<file path="config.mk">
export PLATFORM = sky130hd
export DESIGN_NAME = channel_rle_unpacker_core_flat
export DESIGN_NICKNAME = d
export VERILOG_FILES = /design/src/hw/rtl/crlu_pkg.sv /design/src/hw/rtl/crlu_req_if.sv /design/src/hw/rtl/crlu_rsp_if.sv /design/src/hw/rtl/crlu_csr.sv /design/src/hw/rtl/channel_rle_unpacker_core.sv /design/src/flat_wrapper.sv
export SDC_FILE = /design/constraint.sdc
export NUM_CORES = 1
export LEC_CHECK = 0
export BUFFER_PORTS_ARGS = -buffer_cell sky130_fd_sc_hd__buf_4
export CAP_MARGIN = 10
export CELL_PAD_IN_SITES_DETAIL_PLACEMENT = 0
export CELL_PAD_IN_SITES_GLOBAL_PLACEMENT = 1
export CORE_MARGIN = 3
export CORE_UTILIZATION = 53
export CTS_CLUSTER_DIAMETER = 120
export CTS_CLUSTER_SIZE = 30
export DETAILED_ROUTE_END_ITERATION = 16
export HOLD_SLACK_MARGIN = 0.08
export PLACE_DENSITY = 0.95
export SLEW_MARGIN = 20
export SYNTH_ARGS = -nofsm -noshare
export SYNTH_HDL_FRONTEND = slang
export SYNTH_SLANG_ARGS = --single-unit
</file>
<file path="constraint.sdc">
create_clock -name clock -period 18.6 [get_ports clock]
set_input_delay 0 -clock clock [delete_from_list [all_inputs] [get_ports clock]]
set_output_delay 0 -clock clock [all_outputs]
set_load 0.005 [all_outputs]
</file>
<file path="src/hw/rtl/crlu_pkg.sv">
// ----------------------------------------------------------------------------
// crlu_pkg: shared types and constants of the channel RLE unpacker
// Register indexes, decoder phases, field widths and default limits.
// ----------------------------------------------------------------------------
`default_nettype none

package crlu_pkg;

   // Default geometry limits, handed to the top level as parameter defaults.
   localparam int MAX_WIDTH_DEF  = 4096;
   localparam int MAX_HEIGHT_DEF = 4096;
   localparam int MAX_STRIDE_DEF = 4;

   // Configuration port.
   localparam int CSR_INDEX_W = 3;
   localparam int CSR_DATA_W  = 13;
   localparam int WIDTH_REG_W  = 13;
   localparam int HEIGHT_REG_W = 13;
   localparam int STRIDE_REG_W = 3;
   localparam int OFFSET_W     = 2;

   // Beat fields.
   localparam int DATA_W  = 8;
   localparam int ADDR_W  = 26;
   localparam int LEN_W   = 7;
   localparam int RUN_W   = 8;
   localparam int PAD_W   = 2;

   // A count byte above this value announces a repeated run.
   localparam logic [DATA_W-1:0] RLE_BIAS = 8'd128;
   // Raw rows are padded to a multiple of this many bytes.
   localparam int ROW_ALIGN = 4;

   localparam logic MODE_RAW = 1'b0;
   localparam logic MODE_RLE = 1'b1;

   typedef enum logic [CSR_INDEX_W-1:0] {
      REG_MODE   = 3'd0,
      REG_WIDTH  = 3'd1,
      REG_HEIGHT = 3'd2,
      REG_STRIDE = 3'd3,
      REG_OFFSET = 3'd4
   } csr_index_type;

   typedef enum logic [1:0] {
      PH_COUNT   = 2'd0,
      PH_REPEAT  = 2'd1,
      PH_LITERAL = 2'd2
   } phase_type;

   // Register reset values.
   localparam logic                    MODE_RESET   = MODE_RLE;
   localparam logic [WIDTH_REG_W-1:0]  WIDTH_RESET  = 13'd1;
   localparam logic [HEIGHT_REG_W-1:0] HEIGHT_RESET = 13'd1;
   localparam logic [STRIDE_REG_W-1:0] STRIDE_RESET = 3'd1;
   localparam logic [OFFSET_W-1:0]     OFFSET_RESET = 2'd0;

endpackage

`default_nettype wire

</file>
<file path="src/hw/rtl/crlu_req_if.sv">
// ----------------------------------------------------------------------------
// crlu_req_if: input byte channel
// Valid/ready channel carrying one stored channel byte per beat.
// ----------------------------------------------------------------------------
`default_nettype none

interface crlu_req_if;
   logic                        valid;
   logic                        ready;
   logic [crlu_pkg::DATA_W-1:0] data_byte;
   logic                        start_channel;

   modport source (output valid, output data_byte, output start_channel, input ready);
   modport sink   (input valid, input data_byte, input start_channel, output ready);
endinterface

`default_nettype wire

</file>
<file path="src/hw/rtl/crlu_rsp_if.sv">
// ----------------------------------------------------------------------------
// crlu_rsp_if: run descriptor channel
// Valid/ready channel carrying one pixel-store run per beat.
// ----------------------------------------------------------------------------
`default_nettype none

interface crlu_rsp_if;
   logic                        valid;
   logic                        ready;
   logic [crlu_pkg::ADDR_W-1:0] write_address;
   logic [crlu_pkg::DATA_W-1:0] write_value;
   logic [crlu_pkg::LEN_W-1:0]  run_length;
   logic                        channel_done;

   modport source (output valid, output write_address, output write_value,
                   output run_length, output channel_done, input ready);
   modport sink   (input valid, input write_address, input write_value,
                   input run_length, input channel_done, output ready);
endinterface

`default_nettype wire

</file>
<file path="src/hw/rtl/crlu_csr.sv">
// ----------------------------------------------------------------------------
// crlu_csr: configuration registers and derived geometry
// Holds the five registers and registers the clamped width, stride, row
// padding and pixel total that the decoder uses.
// ----------------------------------------------------------------------------
`default_nettype none

module crlu_csr #(
   parameter int MAX_WIDTH  = crlu_pkg::MAX_WIDTH_DEF,
   parameter int MAX_HEIGHT = crlu_pkg::MAX_HEIGHT_DEF,
   parameter int MAX_STRIDE = crlu_pkg::MAX_STRIDE_DEF,
   localparam int WW = $clog2(MAX_WIDTH + 1),
   localparam int HW = $clog2(MAX_HEIGHT + 1),
   localparam int SW = $clog2(MAX_STRIDE + 1),
   localparam int PW = $clog2(longint'(MAX_WIDTH) * longint'(MAX_HEIGHT) + 64'd1)
) (
   input  wire logic                             clock,
   input  wire logic                             reset,
   input  wire logic                             csr_write_en,
   input  wire logic [crlu_pkg::CSR_INDEX_W-1:0] csr_index,
   input  wire logic [crlu_pkg::CSR_DATA_W-1:0]  csr_data,
   output logic                                  mode,
   output logic [crlu_pkg::OFFSET_W-1:0]         offset,
   output logic [WW-1:0]                         width_eff,
   output logic [SW-1:0]                         stride_eff,
   output logic [crlu_pkg::PAD_W-1:0]            pad_count,
   output logic [PW-1:0]                         total
);

   // A one-pixel row needs three bytes of padding.
   localparam int ROW_PAD_RESET = crlu_pkg::ROW_ALIGN - 1;

   logic                                  mode_ff, mode_in;
   logic [crlu_pkg::WIDTH_REG_W-1:0]      width_ff, width_in;
   logic [crlu_pkg::HEIGHT_REG_W-1:0]     height_ff, height_in;
   logic [crlu_pkg::STRIDE_REG_W-1:0]     stride_ff, stride_in;
   logic [crlu_pkg::OFFSET_W-1:0]         offset_ff, offset_in;

   logic [WW-1:0]                         width_eff_ff, width_eff_in;
   logic [HW-1:0]                         height_eff;
   logic [SW-1:0]                         stride_eff_ff, stride_eff_in;
   logic [crlu_pkg::PAD_W-1:0]            pad_ff, pad_in;
   logic [PW-1:0]                         total_ff, total_in;

   always_comb begin
      mode_in   = mode_ff;
      width_in  = width_ff;
      height_in = height_ff;
      stride_in = stride_ff;
      offset_in = offset_ff;
      if (csr_write_en) begin
         unique case (crlu_pkg::csr_index_type'(csr_index))
            crlu_pkg::REG_MODE:   mode_in   = csr_data[0];
            crlu_pkg::REG_WIDTH:  width_in  = csr_data[crlu_pkg::WIDTH_REG_W-1:0];
            crlu_pkg::REG_HEIGHT: height_in = csr_data[crlu_pkg::HEIGHT_REG_W-1:0];
            crlu_pkg::REG_STRIDE: stride_in = csr_data[crlu_pkg::STRIDE_REG_W-1:0];
            crlu_pkg::REG_OFFSET: offset_in = csr_data[crlu_pkg::OFFSET_W-1:0];
            default: ;
         endcase
      end
   end

   // Zero acts as one and large values saturate at the parameter limits.
   always_comb begin
      if (width_ff == '0) begin
         width_eff_in = WW'(1);
      end else if (32'(width_ff) > 32'(MAX_WIDTH)) begin
         width_eff_in = WW'(MAX_WIDTH);
      end else begin
         width_eff_in = WW'(width_ff);
      end

      if (height_ff == '0) begin
         height_eff = HW'(1);
      end else if (32'(height_ff) > 32'(MAX_HEIGHT)) begin
         height_eff = HW'(MAX_HEIGHT);
      end else begin
         height_eff = HW'(height_ff);
      end

      if (stride_ff == '0) begin
         stride_eff_in = SW'(1);
      end else if (32'(stride_ff) > 32'(MAX_STRIDE)) begin
         stride_eff_in = SW'(MAX_STRIDE);
      end else begin
         stride_eff_in = SW'(stride_ff);
      end

      total_in = PW'(PW'(width_eff_in) * PW'(height_eff));
      // Bytes needed to bring a row up to the next multiple of four.
      pad_in   = crlu_pkg::PAD_W'(-width_eff_in);
   end

   always_ff @(posedge clock) begin
      if (reset) begin
         mode_ff   <= crlu_pkg::MODE_RESET;
         width_ff  <= crlu_pkg::WIDTH_RESET;
         height_ff <= crlu_pkg::HEIGHT_RESET;
         stride_ff <= crlu_pkg::STRIDE_RESET;
         offset_ff <= crlu_pkg::OFFSET_RESET;
      end else begin
         mode_ff   <= mode_in;
         width_ff  <= width_in;
         height_ff <= height_in;
         stride_ff <= stride_in;
         offset_ff <= offset_in;
      end
   end

   always_ff @(posedge clock) begin
      if (reset) begin
         width_eff_ff  <= WW'(1);
         stride_eff_ff <= SW'(1);
         pad_ff        <= crlu_pkg::PAD_W'(ROW_PAD_RESET);
         total_ff      <= PW'(1);
      end else begin
         width_eff_ff  <= width_eff_in;
         stride_eff_ff <= stride_eff_in;
         pad_ff        <= pad_in;
         total_ff      <= total_in;
      end
   end

   assign mode       = mode_ff;
   assign offset     = offset_ff;
   assign width_eff  = width_eff_ff;
   assign stride_eff = stride_eff_ff;
   assign pad_count  = pad_ff;
   assign total      = total_ff;

endmodule

`default_nettype wire

</file>
<file path="src/hw/rtl/channel_rle_unpacker_core.sv">
// ----------------------------------------------------------------------------
// channel_rle_unpacker_core: planar channel RLE unpacker
// Turns stored channel bytes into run descriptors for an interleaved store.
// ----------------------------------------------------------------------------
// Usage:
//   req_chan carries one stored byte per beat; start_channel on a beat clears
//   the counters before that byte is decoded. rsp_chan carries zero or one
//   run (address, value, length, done flag) for each byte. Count bytes,
//   padding bytes and bytes after the last pixel give no run.
//   The csr_ port writes the five registers; write it only while idle.
//   An accepted byte waits in the input register until the result register
//   can take it, then its run is registered there and offered on rsp_chan.
//   Throughput: one byte per cycle while the receiver does not stall, limited
//   by the single decode step between the two registers.
//   A stalled receiver holds the result register; the input register still
//   takes one more byte, then req_chan.ready drops until the result drains.
//   Reset clears both registers stages, the decoder to expect a count byte,
//   all counters to zero and the registers to RLE mode, a 1x1 channel,
//   stride one and offset zero.
// ----------------------------------------------------------------------------
`default_nettype none

module channel_rle_unpacker_core #(
   parameter int MAX_WIDTH  = crlu_pkg::MAX_WIDTH_DEF,
   parameter int MAX_HEIGHT = crlu_pkg::MAX_HEIGHT_DEF,
   parameter int MAX_STRIDE = crlu_pkg::MAX_STRIDE_DEF
) (
   input  wire logic                             clock,
   input  wire logic                             reset,
   crlu_req_if.sink                              req_chan,
   crlu_rsp_if.source                            rsp_chan,
   input  wire logic                             csr_write_en,
   input  wire logic [crlu_pkg::CSR_INDEX_W-1:0] csr_index,
   input  wire logic [crlu_pkg::CSR_DATA_W-1:0]  csr_data
);

   localparam int WW = $clog2(MAX_WIDTH + 1);
   localparam int CW = $clog2(MAX_WIDTH);
   localparam int SW = $clog2(MAX_STRIDE + 1);
   localparam int PW = $clog2(longint'(MAX_WIDTH) * longint'(MAX_HEIGHT) + 64'd1);
   localparam int AW = crlu_pkg::ADDR_W;
   localparam int RW = crlu_pkg::RUN_W;

   // Geometry.
   logic                          cfg_mode;
   logic [crlu_pkg::OFFSET_W-1:0] cfg_offset;
   logic [WW-1:0]                 cfg_width;
   logic [SW-1:0]                 cfg_stride;
   logic [crlu_pkg::PAD_W-1:0]    cfg_pad;
   logic [PW-1:0]                 cfg_total;

   crlu_csr #(
      .MAX_WIDTH  (MAX_WIDTH),
      .MAX_HEIGHT (MAX_HEIGHT),
      .MAX_STRIDE (MAX_STRIDE)
   ) u_csr (
      .clock        (clock),
      .reset        (reset),
      .csr_write_en (csr_write_en),
      .csr_index    (csr_index),
      .csr_data     (csr_data),
      .mode         (cfg_mode),
      .offset       (cfg_offset),
      .width_eff    (cfg_width),
      .stride_eff   (cfg_stride),
      .pad_count    (cfg_pad),
      .total        (cfg_total)
   );

   // Pipeline handshake.
   logic                        in_valid_ff, in_valid_in;
   logic [crlu_pkg::DATA_W-1:0] in_data_ff, in_data_in;
   logic                        in_start_ff, in_start_in;
   logic                        out_valid_ff, out_valid_in;
   logic [AW-1:0]               out_addr_ff, out_addr_in;
   logic [crlu_pkg::DATA_W-1:0] out_value_ff, out_value_in;
   logic [crlu_pkg::LEN_W-1:0]  out_len_ff, out_len_in;
   logic                        out_done_ff, out_done_in;

   logic can_move;
   logic take;
   logic step;

   // Decoder state.
   crlu_pkg::phase_type        phase_ff, phase_in;
   logic [RW-1:0]              run_ff, run_in;
   logic [PW-1:0]              pw_ff, pw_in;
   logic [CW-1:0]              col_ff, col_in;
   logic [crlu_pkg::PAD_W-1:0] pad_ff, pad_in;
   logic [AW-1:0]              addr_ff, addr_in;

   // State as seen by the byte in the input register, after a channel start.
   crlu_pkg::phase_type        eff_phase;
   logic [RW-1:0]              eff_run;
   logic [PW-1:0]              eff_pw;
   logic [CW-1:0]              eff_col;
   logic [crlu_pkg::PAD_W-1:0] eff_pad;
   logic [AW-1:0]              eff_addr;

   logic                       full;
   logic [PW-1:0]              left;
   logic [RW-1:0]              run_dec;
   logic [CW:0]                col_inc;
   logic [RW-1:0]              want;
   logic [RW-1:0]              len;
   logic                       emit;
   logic [PW-1:0]              pw_new;
   logic [AW-1:0]              addr_new;

   assign can_move       = !out_valid_ff || rsp_chan.ready;
   assign req_chan.ready = !in_valid_ff || can_move;
   assign take           = req_chan.valid && req_chan.ready;
   assign step           = in_valid_ff && can_move;

   always_comb begin
      if (in_start_ff) begin
         eff_phase = crlu_pkg::PH_COUNT;
         eff_run   = '0;
         eff_pw    = '0;
         eff_col   = '0;
         eff_pad   = '0;
         eff_addr  = AW'(cfg_offset);
      end else begin
         eff_phase = phase_ff;
         eff_run   = run_ff;
         eff_pw    = pw_ff;
         eff_col   = col_ff;
         eff_pad   = pad_ff;
         eff_addr  = addr_ff;
      end
   end

   assign full    = eff_pw >= cfg_total;
   assign left    = cfg_total - eff_pw;
   assign run_dec = (eff_run != '0) ? eff_run - RW'(1) : '0;
   assign col_inc = {1'b0, eff_col} + (CW+1)'(1);

   // Next phase of the count/value decoder.
   always_comb begin
      phase_in = eff_phase;
      if (!full && cfg_mode == crlu_pkg::MODE_RLE) begin
         unique case (eff_phase)
            crlu_pkg::PH_REPEAT: begin
               phase_in = crlu_pkg::PH_COUNT;
            end
            crlu_pkg::PH_LITERAL: begin
               if (run_dec == '0) begin
                  phase_in = crlu_pkg::PH_COUNT;
               end
            end
            default: begin
               if (in_data_ff > crlu_pkg::RLE_BIAS) begin
                  phase_in = crlu_pkg::PH_REPEAT;
               end else if (in_data_ff != '0) begin
                  phase_in = crlu_pkg::PH_LITERAL;
               end else begin
                  phase_in = crlu_pkg::PH_COUNT;
               end
            end
         endcase
      end
   end

   // Run request and counter updates for the byte in the input register.
   always_comb begin
      run_in = eff_run;
      col_in = eff_col;
      pad_in = eff_pad;
      want   = '0;
      if (!full) begin
         if (cfg_mode == crlu_pkg::MODE_RAW) begin
            if (eff_pad != '0) begin
               pad_in = eff_pad - crlu_pkg::PAD_W'(1);
            end else begin
               want = RW'(1);
               if (32'(col_inc) >= 32'(cfg_width)) begin
                  col_in = '0;
                  pad_in = cfg_pad;
               end else begin
                  col_in = col_inc[CW-1:0];
               end
            end
         end else begin
            unique case (eff_phase)
               crlu_pkg::PH_REPEAT: begin
                  want = eff_run;
               end
               crlu_pkg::PH_LITERAL: begin
                  run_in = run_dec;
                  want   = RW'(1);
               end
               default: begin
                  if (in_data_ff > crlu_pkg::RLE_BIAS) begin
                     run_in = in_data_ff - crlu_pkg::RLE_BIAS;
                  end else begin
                     run_in = in_data_ff;
                  end
               end
            endcase
         end
      end
   end

   // Clamp the run to the pixels left in the channel.
   always_comb begin
      if (PW'(want) < left) begin
         len = want;
      end else begin
         len = RW'(left);
      end
      emit     = (want != '0);
      pw_new   = eff_pw + PW'(len);
      addr_new = eff_addr + AW'(AW'(len) * AW'(cfg_stride));
      pw_in    = emit ? pw_new : eff_pw;
      addr_in  = emit ? addr_new : eff_addr;
   end

   // Input and result registers.
   always_comb begin
      in_valid_in = in_valid_ff;
      in_data_in  = in_data_ff;
      in_start_in = in_start_ff;
      if (take) begin
         in_valid_in = 1'b1;
         in_data_in  = req_chan.data_byte;
         in_start_in = req_chan.start_channel;
      end else if (step) begin
         in_valid_in = 1'b0;
      end

      out_valid_in = out_valid_ff;
      out_addr_in  = out_addr_ff;
      out_value_in = out_value_ff;
      out_len_in   = out_len_ff;
      out_done_in  = out_done_ff;
      if (step) begin
         out_valid_in = emit;
         if (emit) begin
            out_addr_in  = eff_addr;
            out_value_in = in_data_ff;
            out_len_in   = crlu_pkg::LEN_W'(len);
            out_done_in  = pw_new >= cfg_total;
         end
      end else if (rsp_chan.ready) begin
         out_valid_in = 1'b0;
      end
   end

   always_ff @(posedge clock) begin
      if (reset) begin
         in_valid_ff  <= 1'b0;
         out_valid_ff <= 1'b0;
         phase_ff     <= crlu_pkg::PH_COUNT;
         run_ff       <= '0;
         pw_ff        <= '0;
         col_ff       <= '0;
         pad_ff       <= '0;
         addr_ff      <= AW'(crlu_pkg::OFFSET_RESET);
      end else begin
         in_valid_ff  <= in_valid_in;
         out_valid_ff <= out_valid_in;
         if (step) begin
            phase_ff <= phase_in;
            run_ff   <= run_in;
            pw_ff    <= pw_in;
            col_ff   <= col_in;
            pad_ff   <= pad_in;
            addr_ff  <= addr_in;
         end
      end
   end

   always_ff @(posedge clock) begin
      in_data_ff   <= in_data_in;
      in_start_ff  <= in_start_in;
      out_addr_ff  <= out_addr_in;
      out_value_ff <= out_value_in;
      out_len_ff   <= out_len_in;
      out_done_ff  <= out_done_in;
   end

   assign rsp_chan.valid         = out_valid_ff;
   assign rsp_chan.write_address = out_addr_ff;
   assign rsp_chan.write_value   = out_value_ff;
   assign rsp_chan.run_length    = out_len_ff;
   assign rsp_chan.channel_done  = out_done_ff;

   // A run beat never carries zero pixels.
   a_len_nonzero: assert property (@(posedge clock) disable iff (reset)
      out_valid_ff |-> out_len_ff != '0)
      else $error("run beat with zero length");

   // A repeat or literal phase always has pixels still owed.
   a_run_owed: assert property (@(posedge clock) disable iff (reset)
      (phase_ff == crlu_pkg::PH_REPEAT || phase_ff == crlu_pkg::PH_LITERAL)
      |-> run_ff != '0)
      else $error("decoder phase without a pending run");

   // A repeated run never exceeds 127 pixels.
   a_repeat_bound: assert property (@(posedge clock) disable iff (reset)
      phase_ff == crlu_pkg::PH_REPEAT |-> run_ff < RW'(crlu_pkg::RLE_BIAS))
      else $error("repeat run too long");

   // A byte held behind a stalled result stays in the input register.
   a_input_held: assert property (@(posedge clock) disable iff (reset)
      in_valid_ff && !can_move |=> in_valid_ff && $stable(in_data_ff))
      else $error("input byte lost during stall");

endmodule

`default_nettype wire

</file>
<file path="src/flat_wrapper.sv">
// flat-port wrapper written by rule: the top's interface ports become plain ports
module channel_rle_unpacker_core_flat 
#(
   parameter int MAX_WIDTH  = crlu_pkg::MAX_WIDTH_DEF,
   parameter int MAX_HEIGHT = crlu_pkg::MAX_HEIGHT_DEF,
   parameter int MAX_STRIDE = crlu_pkg::MAX_STRIDE_DEF
)
  (clock, reset, csr_write_en, csr_index, csr_data, req_chan_valid, req_chan_data_byte, req_chan_start_channel, req_chan_ready, rsp_chan_valid, rsp_chan_write_address, rsp_chan_write_value, rsp_chan_run_length, rsp_chan_channel_done, rsp_chan_ready);
  crlu_req_if req_chan_i ();
  crlu_rsp_if rsp_chan_i ();
  input  wire logic clock;
  input  wire logic reset;
  input  wire logic csr_write_en;
  input  wire logic [crlu_pkg::CSR_INDEX_W-1:0] csr_index;
  input  wire logic [crlu_pkg::CSR_DATA_W-1:0] csr_data;
  input wire logic [$bits(req_chan_i.valid)-1:0] req_chan_valid;
  input wire logic [$bits(req_chan_i.data_byte)-1:0] req_chan_data_byte;
  input wire logic [$bits(req_chan_i.start_channel)-1:0] req_chan_start_channel;
  output wire logic [$bits(req_chan_i.ready)-1:0] req_chan_ready;
  output wire logic [$bits(rsp_chan_i.valid)-1:0] rsp_chan_valid;
  output wire logic [$bits(rsp_chan_i.write_address)-1:0] rsp_chan_write_address;
  output wire logic [$bits(rsp_chan_i.write_value)-1:0] rsp_chan_write_value;
  output wire logic [$bits(rsp_chan_i.run_length)-1:0] rsp_chan_run_length;
  output wire logic [$bits(rsp_chan_i.channel_done)-1:0] rsp_chan_channel_done;
  input wire logic [$bits(rsp_chan_i.ready)-1:0] rsp_chan_ready;
  assign req_chan_i.valid = req_chan_valid;
  assign req_chan_i.data_byte = req_chan_data_byte;
  assign req_chan_i.start_channel = req_chan_start_channel;
  assign req_chan_ready = req_chan_i.ready;
  assign rsp_chan_valid = rsp_chan_i.valid;
  assign rsp_chan_write_address = rsp_chan_i.write_address;
  assign rsp_chan_write_value = rsp_chan_i.write_value;
  assign rsp_chan_run_length = rsp_chan_i.run_length;
  assign rsp_chan_channel_done = rsp_chan_i.channel_done;
  assign rsp_chan_i.ready = rsp_chan_ready;
  channel_rle_unpacker_core #(.MAX_WIDTH(MAX_WIDTH), .MAX_HEIGHT(MAX_HEIGHT), .MAX_STRIDE(MAX_STRIDE)) u_core (.clock(clock), .reset(reset), .req_chan(req_chan_i), .rsp_chan(rsp_chan_i), .csr_write_en(csr_write_en), .csr_index(csr_index), .csr_data(csr_data));
endmodule
</file>
==> impl_metrics.py, run 1 <==
metrics = {
    "power_and_ir_drop": {
        "clkPwrFrac_pct": 30.0,
        "seqPwrFrac_pct": 53.8,
        "swShare_pct": 28.0,
        "powerDensity_mw_per_mm2": 43.8,
        "internal_power_uw": 619,
        "peakVddDrop_mv": 0.0565,
        "p_leak_nw": 9.07,
        "p_sw_uw": 241,
        "power.share.combinational_pct": 16.2,
    },
    "timing": {
        "worst_pin_slew_ns": 1.09,
        "layout_setup_ws_ns": 7.82,
        "post-route-period-util_pct": 58.0,
        "setup_viol": 0,
        "period_minus_slack_ns": 10.78,
        "fin_setup_tns_ns": 0,
        "relSlewSlack_pct": 27.0,
        "slew_viol_final": 0,
        "grt_setup_unrepaired": "no",
        "skew_ns": 0.0232,
        "hold_viol": 0,
        "fmax_ghz": 0.0927,
    },
    "run_status": {
        "status": "completed",
    },
    "logic_synthesis": {
        "yosys.area_share.simple_pct": 20.6,
        "seq_area_frac_synth_pct": 25.1,
        "synthFlopType": "dfxtp_1",
        "synth.distinct_cells": 83,
        "yosysTopAreaCell": "dfxtp_1",
        "synthAdderAreaFrac_pct": 26.5,
        "yosysWarnings": 0,
        "synth.area.mux_share_pct": 3.12,
        "ys_seq_elements": 202,
        "synth-async-reset-ratio_pct": 0,
        "synth-compound-area-share_pct": 13.6,
        "netlist_area_sq_mm": 0.0182,
        "synth_top_family_by_area": "adder cells",
        "synthXorXnorAreaFrac_pct": 3.72,
        "synthesis.instances": 2151,
        "synth_area_leaders": "dfxtp_1 (17%), fa_1 (15%), ha_1 (11%), edfxtp_1 (8.4%), nand2_1 (6.9%)",
        "synth_top_area_share_pct": 16.7,
        "synth_edf_count": 51,
        "syn_avg_cell_area_sq_um": 8.44,
        "synth_nets": 2483,
    },
    "die": {
        "dieHeight_microns": 191,
        "start_util_pct": 54.0,
        "rows": 67,
        "die_width_microns": 191,
        "ios": 74,
        "coreArea_sq_mm": 0.0336,
        "dieArea_sq_mm": 0.0365,
    },
    "critical_path": {
        "crit_end": "u_core.rsp_chan.channel_done",
        "path_max_fanout": 36,
        "critPathSlowestCell": "a2111oi_2",
        "r2r_start": "u_core.in_start_ff",
        "critPathLaunch": "u_core.in_start_ff",
        "path_class": "register to register",
        "r2r_cells": 38,
        "arrival_ns": 11.04,
        "end_kind": "register",
        "slowest_delay_ns": 0.76,
        "rrSetupSlack_ns": 7.82,
        "critPathRequiredTime_ns": 18.85,
        "r2r-end": "u_core.rsp_chan.channel_done",
        "crit_path_start_kind": "register",
    },
    "global_routing": {
        "grt_pass1_vias": 15062,
        "track_usage_pct": 26.2,
        "antenna_found_initial": 0,
        "grt_max_degree": 81,
        "grt_pass1_wl_microns": 77600,
        "overflow": 0,
    },
    "cts": {
        "htreeDepth": 1,
        "clockBufferDepth": 3,
        "cts_tree": "done",
        "clock_sinks": 202,
        "path_clk_slew_ns": 0.12,
        "clk_latency_ns": 0.49,
        "clock-root-buffer": "clkbuf_16",
        "numCtsBuffers": 10,
        "post_cts_buffers": 0,
    },
    "detailed_routing": {
        "vias": 15283,
        "drt-vias-per-instance": 5.78,
        "antenna_left": 0,
        "drtPass1Iterations": 5,
        "drt-total-wl_microns": 48200,
        "drc": 0,
        "initialDrtViolationCount": 1232,
        "wire_per_inst_microns": 18.2,
    },
    "final_layout": {
        "area_growth_pct": 8.15,
        "n_antenna_cell": 0,
        "layout.nets": 2525,
        "n_fill_cell": 2986,
        "final_layout_size_suffix_gt1_share_pct": 6.60,
    },
    "place": {
        "numPortBuffers": 73,
        "hpwlAfterDp_microns": 37100,
        "globalplace.congestion": 1.04,
        "place_ws_ns": 8.15,
    },
    "min_path": {
        "worstHoldPathType": "input port to register",
    },
    "flow_run": {
        "maxCapViolCount": 0,
    },
}
## synth_stat cells, drive strengths merged, types with 4 or more instances
| cell type | instances |
|---|---|
| nand2b | 19 |
| inv | 256 |
| a21oi | 109 |
| or2 | 6 |
| o21ai | 61 |
| and4 | 7 |
| nor2b | 69 |
| nand3 | 45 |
| ha | 165 |
| mux2i | 31 |
| or3 | 7 |
| clkbuf | 76 |
| a41oi | 4 |
| nor2 | 181 |
| mux2 | 22 |
| a31oi | 11 |
| a22o | 17 |
| edfxtp | 51 |
| and3 | 26 |
| xor2 | 35 |
| o31ai | 10 |
| nand4 | 23 |
| buf | 15 |
| a22oi | 28 |
| and2 | 20 |
| dfxtp | 151 |
| a311oi | 4 |
| a211oi | 10 |
| or4 | 6 |
| fa | 137 |
| nor4 | 11 |
| a21o | 35 |
| nor3 | 31 |
| o21a | 13 |
| a21boi | 4 |
| o311ai | 5 |
| nand2 | 335 |
| xnor2 | 42 |
| o21bai | 4 |
| nor3b | 5 |
| o211ai | 13 |
| o2bb2ai | 4 |
| a2111oi | 7 |
## state kept, by name, summed over array words and instances, names as in the netlist, 2 cells and up
register                       cells
u_core.col_ff                     12
u_core.run_ff                      8
u_core.rsp_chan.run_length         7
u_core.u_csr.width_eff            13
u_core.u_csr.width_ff             13
u_core.u_csr.height_ff            13
u_core.u_csr.stride_ff             3
u_core.pad_ff                      2
u_core.pw_ff                      25
u_core.u_csr.total                25
u_core.phase_ff                    2
u_core.rsp_chan.write_address     26
u_core.u_csr.stride_eff            3
u_core.in_data_ff                  8
u_core.addr_ff                    26
u_core.rsp_chan.write_value        8
u_core.u_csr.offset                2
## cell type report
type	instances	area (sq um)	share of cell area, %
flip-flops and latches	202	4550	23.2
inverters	257	966	4.92
clock inverters	1	8.76	0.0446
well taps	448	561	2.86
repair buffers	121	988	5.04
multi-input cells	1601	12300	62.5
clock buffers	15	290	1.48
## per-stage QoR
| step | hold slack, ns | power, mW | area, sq um | util [%] | instances |
|---|---|---|---|---|---|
| finish | 0.255 | 0.860 | 19600 | 58.4 | 2645 |
| global route | 0.238 | 0.890 | 19600 | 58.4 | 2645 |
| CTS | 0.234 | 0.863 | 19600 | 58.4 | 2645 |
| detailed placement | 0.179 | 0.604 | 19000 | 56.5 | 2597 |
| global placement | 0.179 | 0.603 | 19000 | 56.5 | 2597 |
| floorplan | 0.0989 | 0.561 | 18200 | - | 2151 |
## critical path: cells and delay by family, from the launching register on
kind                       cells  cell delay, ns
buffers and inverters          4            1.63
adders and majority gates      5            1.50
xor gates and xnor gates       1            0.15
and+or+nand+nor               12            3.45
muxes                          1            0.45
DFF                            1            0.36
AOI/OAI and AO/OA             15            2.95
## power by group through the flow
stage	logic (mW)	registers, mW	clock network, mW
after detailed placement	0.131	0.473	0
after CTS	0.137	0.463	0.264
after floorplan	0.0914	0.470	0
final	0.139	0.463	0.258
after global routing	0.151	0.464	0.276
after global placement	0.130	0.472	0
## logic make-up after synthesis
group                    count (synthesis)
flip-flops                             202
adder cells (fa/ha/maj)                302
AND/OR/NAND/NOR                        804
multiplexers                            53
AO/OA/AOI/OAI                          365
buffers and inverters                  348
XOR/XNOR                                77
## repair_timing
action | in CTS | in global routing
gates resized for setup | 0 | 0
hold buffers | 32 | 0
hold endpoints to repair | 72 | 0
## worst min-delay path by stage
stage | from | slack [ns] | cells after the start | to
6_report | req_chan_data_byte[1] | 0.26 | 2 | u_core.in_data_ff[1]
5_1_grt | req_chan_data_byte[2] | 0.24 | 2 | u_core.in_data_ff[2]
4_1_cts | req_chan_data_byte[4] | 0.23 | 2 | u_core.in_data_ff[4]
3_5_place_dp | req_chan_data_byte[7] | 0.18 | 1 | u_core.in_data_ff[7]
3_3_place_gp | req_chan_data_byte[6] | 0.18 | 1 | u_core.in_data_ff[6]
2_1_floorplan | req_chan_data_byte[0] | 0.1 | 0 | u_core.in_data_ff[0]
## cells in the final DEF (no fill, tap or decap), drive strengths merged, types with 13 or more instances in the layout
cell	synthesis	layout
a21o	35	35
a21oi	109	109
a22o	17	17
a22oi	28	28
and2	20	20
and3	26	26
buf	15	89
clkbuf	76	15
dfxtp	151	151
dlygate4sd3	0	32
edfxtp	51	51
fa	137	137
ha	165	165
inv	256	256
mux2	22	22
mux2i	31	31
nand2	335	335
nand2b	19	19
nand3	45	45
nand4	23	23
nor2	181	181
nor2b	69	69
nor3	31	31
o211ai	13	13
o21a	13	13
o21ai	61	61
xnor2	42	42
xor2	35	35
## per-layer routing
layer	up-vias	routed length [microns]	GRT usage, %
met3	115	2630	2.81
met4	0	1770	8.66
li1	7276	-	-
met2	505	23000	44.7
met5	-	0	0
met1	7387	20800	35.0
No activity file was read; power rests on OpenSTA's default activity.
==> run 2: changes to the inputs <==
CORE_UTILIZATION = 44   (was 53)
PLACE_DENSITY = 0.89   (was 0.95)
clock period = 8.8 ns   (was 18.6 ns; I/O delays follow)
==> run 2 against run 1 <==
Against the previous run:
- sequential power rose by 110%
- worst setup slack got worse by 7.5 ns
- core utilization fell by 8.7 points
- critical path depth fell by 2
- combinational power rose by 120%
- first-iteration DRC count fell by 1.5%
- power rose by 110%
- cell area rose by 2.1%
- clock skew rose by 0.0026 ns
- hold slack got worse by 0.026 ns
- sequential share of layout area fell by 0.47 points
==> impl_metrics.py, run 2 (synthesis results as in run 1) <==
metrics = {
    "power_and_ir_drop": {
        "p_total_mw": 1.84,
        "power.share.combinational_pct": 16.5,
        "peakVddDrop_mv": 0.0969,
        "p_leak_nw": 9.18,
        "swShare_pct": 28.1,
        "seqPwrFrac_pct": 53.4,
        "internal_power_mw": 1.32,
        "powerDensity_mw_per_mm2": 91.6,
        "clkPwrFrac_pct": 30.1,
        "p_sw_uw": 515,
    },
    "critical_path": {
        "arrival_ns": 8.84,
        "crit_buf_inv": 7,
        "slowest_delay_ns": 0.53,
        "cpMostUsedCell": "buf_4",
        "path_class": "register to register",
        "crit_path_start_kind": "register",
        "end_kind": "register",
        "path_max_fanout": 11,
        "critPathRequiredTime_ns": 9.19,
        "critPathSlowestCell": "fa_1",
        "crit_family": "compound AO/OA/AOI/OAI gates",
    },
    "final_layout": {
        "final_area_sq_mm": 0.0200,
        "mostFrequentLayoutCell": "nand2_1",
        "n_antenna_cell": 0,
        "final_layout_size_suffix_gt1_share_pct": 8.35,
        "layout.nets": 2544,
        "final_cell_mix": "nand2_1 (335), inv_1 (253), nor2_1 (179), ha_1 (162), dfxtp_1 (151)",
        "area_growth_pct": 10.4,
    },
    "cts": {
        "clockBufferDepth": 3,
        "clock_sinks": 202,
        "cts_tree": "done",
        "clk_latency_ns": 0.49,
        "clock-root-buffer": "clkbuf_16",
        "numCtsBuffers": 10,
        "htreeDepth": 1,
        "path_clk_slew_ns": 0.12,
    },
    "timing": {
        "period_minus_slack_ns": 8.45,
        "hold_viol": 0,
        "post-route-period-util_pct": 96.0,
        "skew_ns": 0.0258,
        "setup_viol": 0,
        "relSlewSlack_pct": 24.9,
        "worst_pin_slew_ns": 1.12,
        "slew_viol_final": 0,
        "fmax_ghz": 0.118,
    },
    "die": {
        "rows": 73,
        "ios": 74,
        "coreArea_sq_mm": 0.0403,
        "start_util_pct": 45.1,
        "dieHeight_microns": 209,
        "dieArea_sq_mm": 0.0437,
        "die_width_microns": 209,
    },
    "place": {
        "numPortBuffers": 73,
        "post_dp_cell_area_sq_mm": 0.0192,
        "hpwlAfterDp_microns": 38100,
        "globalplace.congestion": 0.937,
    },
    "global_routing": {
        "grt_pass1_vias": 15208,
        "grt_max_degree": 95,
        "grt_pass1_wl_microns": 79300,
        "antenna_found_initial": 2,
        "overflow": 0,
        "track_usage_pct": 22.0,
    },
    "detailed_routing": {
        "antenna_left": 0,
        "drtPass1Iterations": 6,
        "initialDrtViolationCount": 1214,
        "drc": 0,
        "vias": 15333,
        "drt-total-wl_microns": 49300,
        "wire_per_inst_microns": 18.0,
        "drt-vias-per-instance": 5.59,
    },
    "run_status": {
        "status": "completed",
    },
    "min_path": {
        "worstHoldPathType": "input port to register",
    },
    "flow_run": {
        "maxCapViolCount": 0,
    },
}
[run 2: path summary, 6_finish.rpt]
path,cells past startpoint,end,from,slack [ns]
worst max-delay path,36,u_core.addr_ff[17],u_core.in_start_ff,0.35
worst min-delay path,2,u_core.in_data_ff[1],req_chan_data_byte[1],0.23
worst max register to register,36,u_core.addr_ff[17],u_core.in_start_ff,0.35
worst min register to register,2,u_core.addr_ff[0],u_core.addr_ff[0],0.46
[run 2: repair_timing]
| action | CTS | global route |
|---|---|---|
| endpoints found under the setup margin | 0 | 18 |
| gates resized for setup | 0 | 32 |
| setup buffers | 0 | 6 |
| endpoints found under the hold margin | 68 | 0 |
| hold buffers | 30 | 0 |
[run 2: stage by stage]
stage | setup TNS, ns | hold slack, ns | utilization, % | setup WS (ns) | instances
detailed placement | 0 | 0.180 | 47.8 | 0.0429 | 2689
finish | 0 | 0.229 | 49.7 | 0.349 | 2741
global placement | 0 | 0.179 | 47.8 | 0.162 | 2689
CTS | 0 | 0.203 | 49.3 | 0.0201 | 2735
floorplan | 0 | 0.0989 | - | 0.0705 | 2151
global route | -0.418 | 0.212 | 49.7 | -0.0709 | 2741
[run 2: per-layer routing]
metal | wire length (microns) | track usage, % | up-vias | share of wire (%)
met5 | 13 | 0 | - | 0.026
met4 | 1910 | 7.46 | 2 | 3.9
met3 | 2820 | 2.30 | 115 | 5.7
met1 | 21300 | 29.2 | 7371 | 43
met2 | 23300 | 37.6 | 524 | 47
li1 | - | - | 7321 | -
[run 2: power by group through the flow]
stage / sequential (mW) / combinational [mW] / clock (mW)
detailed placement: 1.00 / 0.280 / 0
finish: 0.979 / 0.303 / 0.553
global route: 0.981 / 0.332 / 0.600
CTS: 0.979 / 0.292 / 0.574
floorplan: 0.993 / 0.193 / 0
global placement: 0.999 / 0.279 / 0
[run 2: final cells by class]
class                   instances  area, sq um
clock buffers                  15          300
repair buffers                140         1150
clock inverters                 1         8.76
flip-flops and latches        202         4550
multi-input cells            1601        12400
fillers                      3799        20200
well taps                     525          657
inverters                     257          966
[run 2: worst register-to-register path, delay by kind of cell (launching register included)]
kind,cells,cell delay (ns)
buffers and inverters,7,0.96
AND/OR/NAND/NOR,8,1.54
multiplexers,2,0.69
AO/OA/AOI/OAI,14,2.62
flip-flops,1,0.44
adder cells (fa/ha/maj),5,2.11
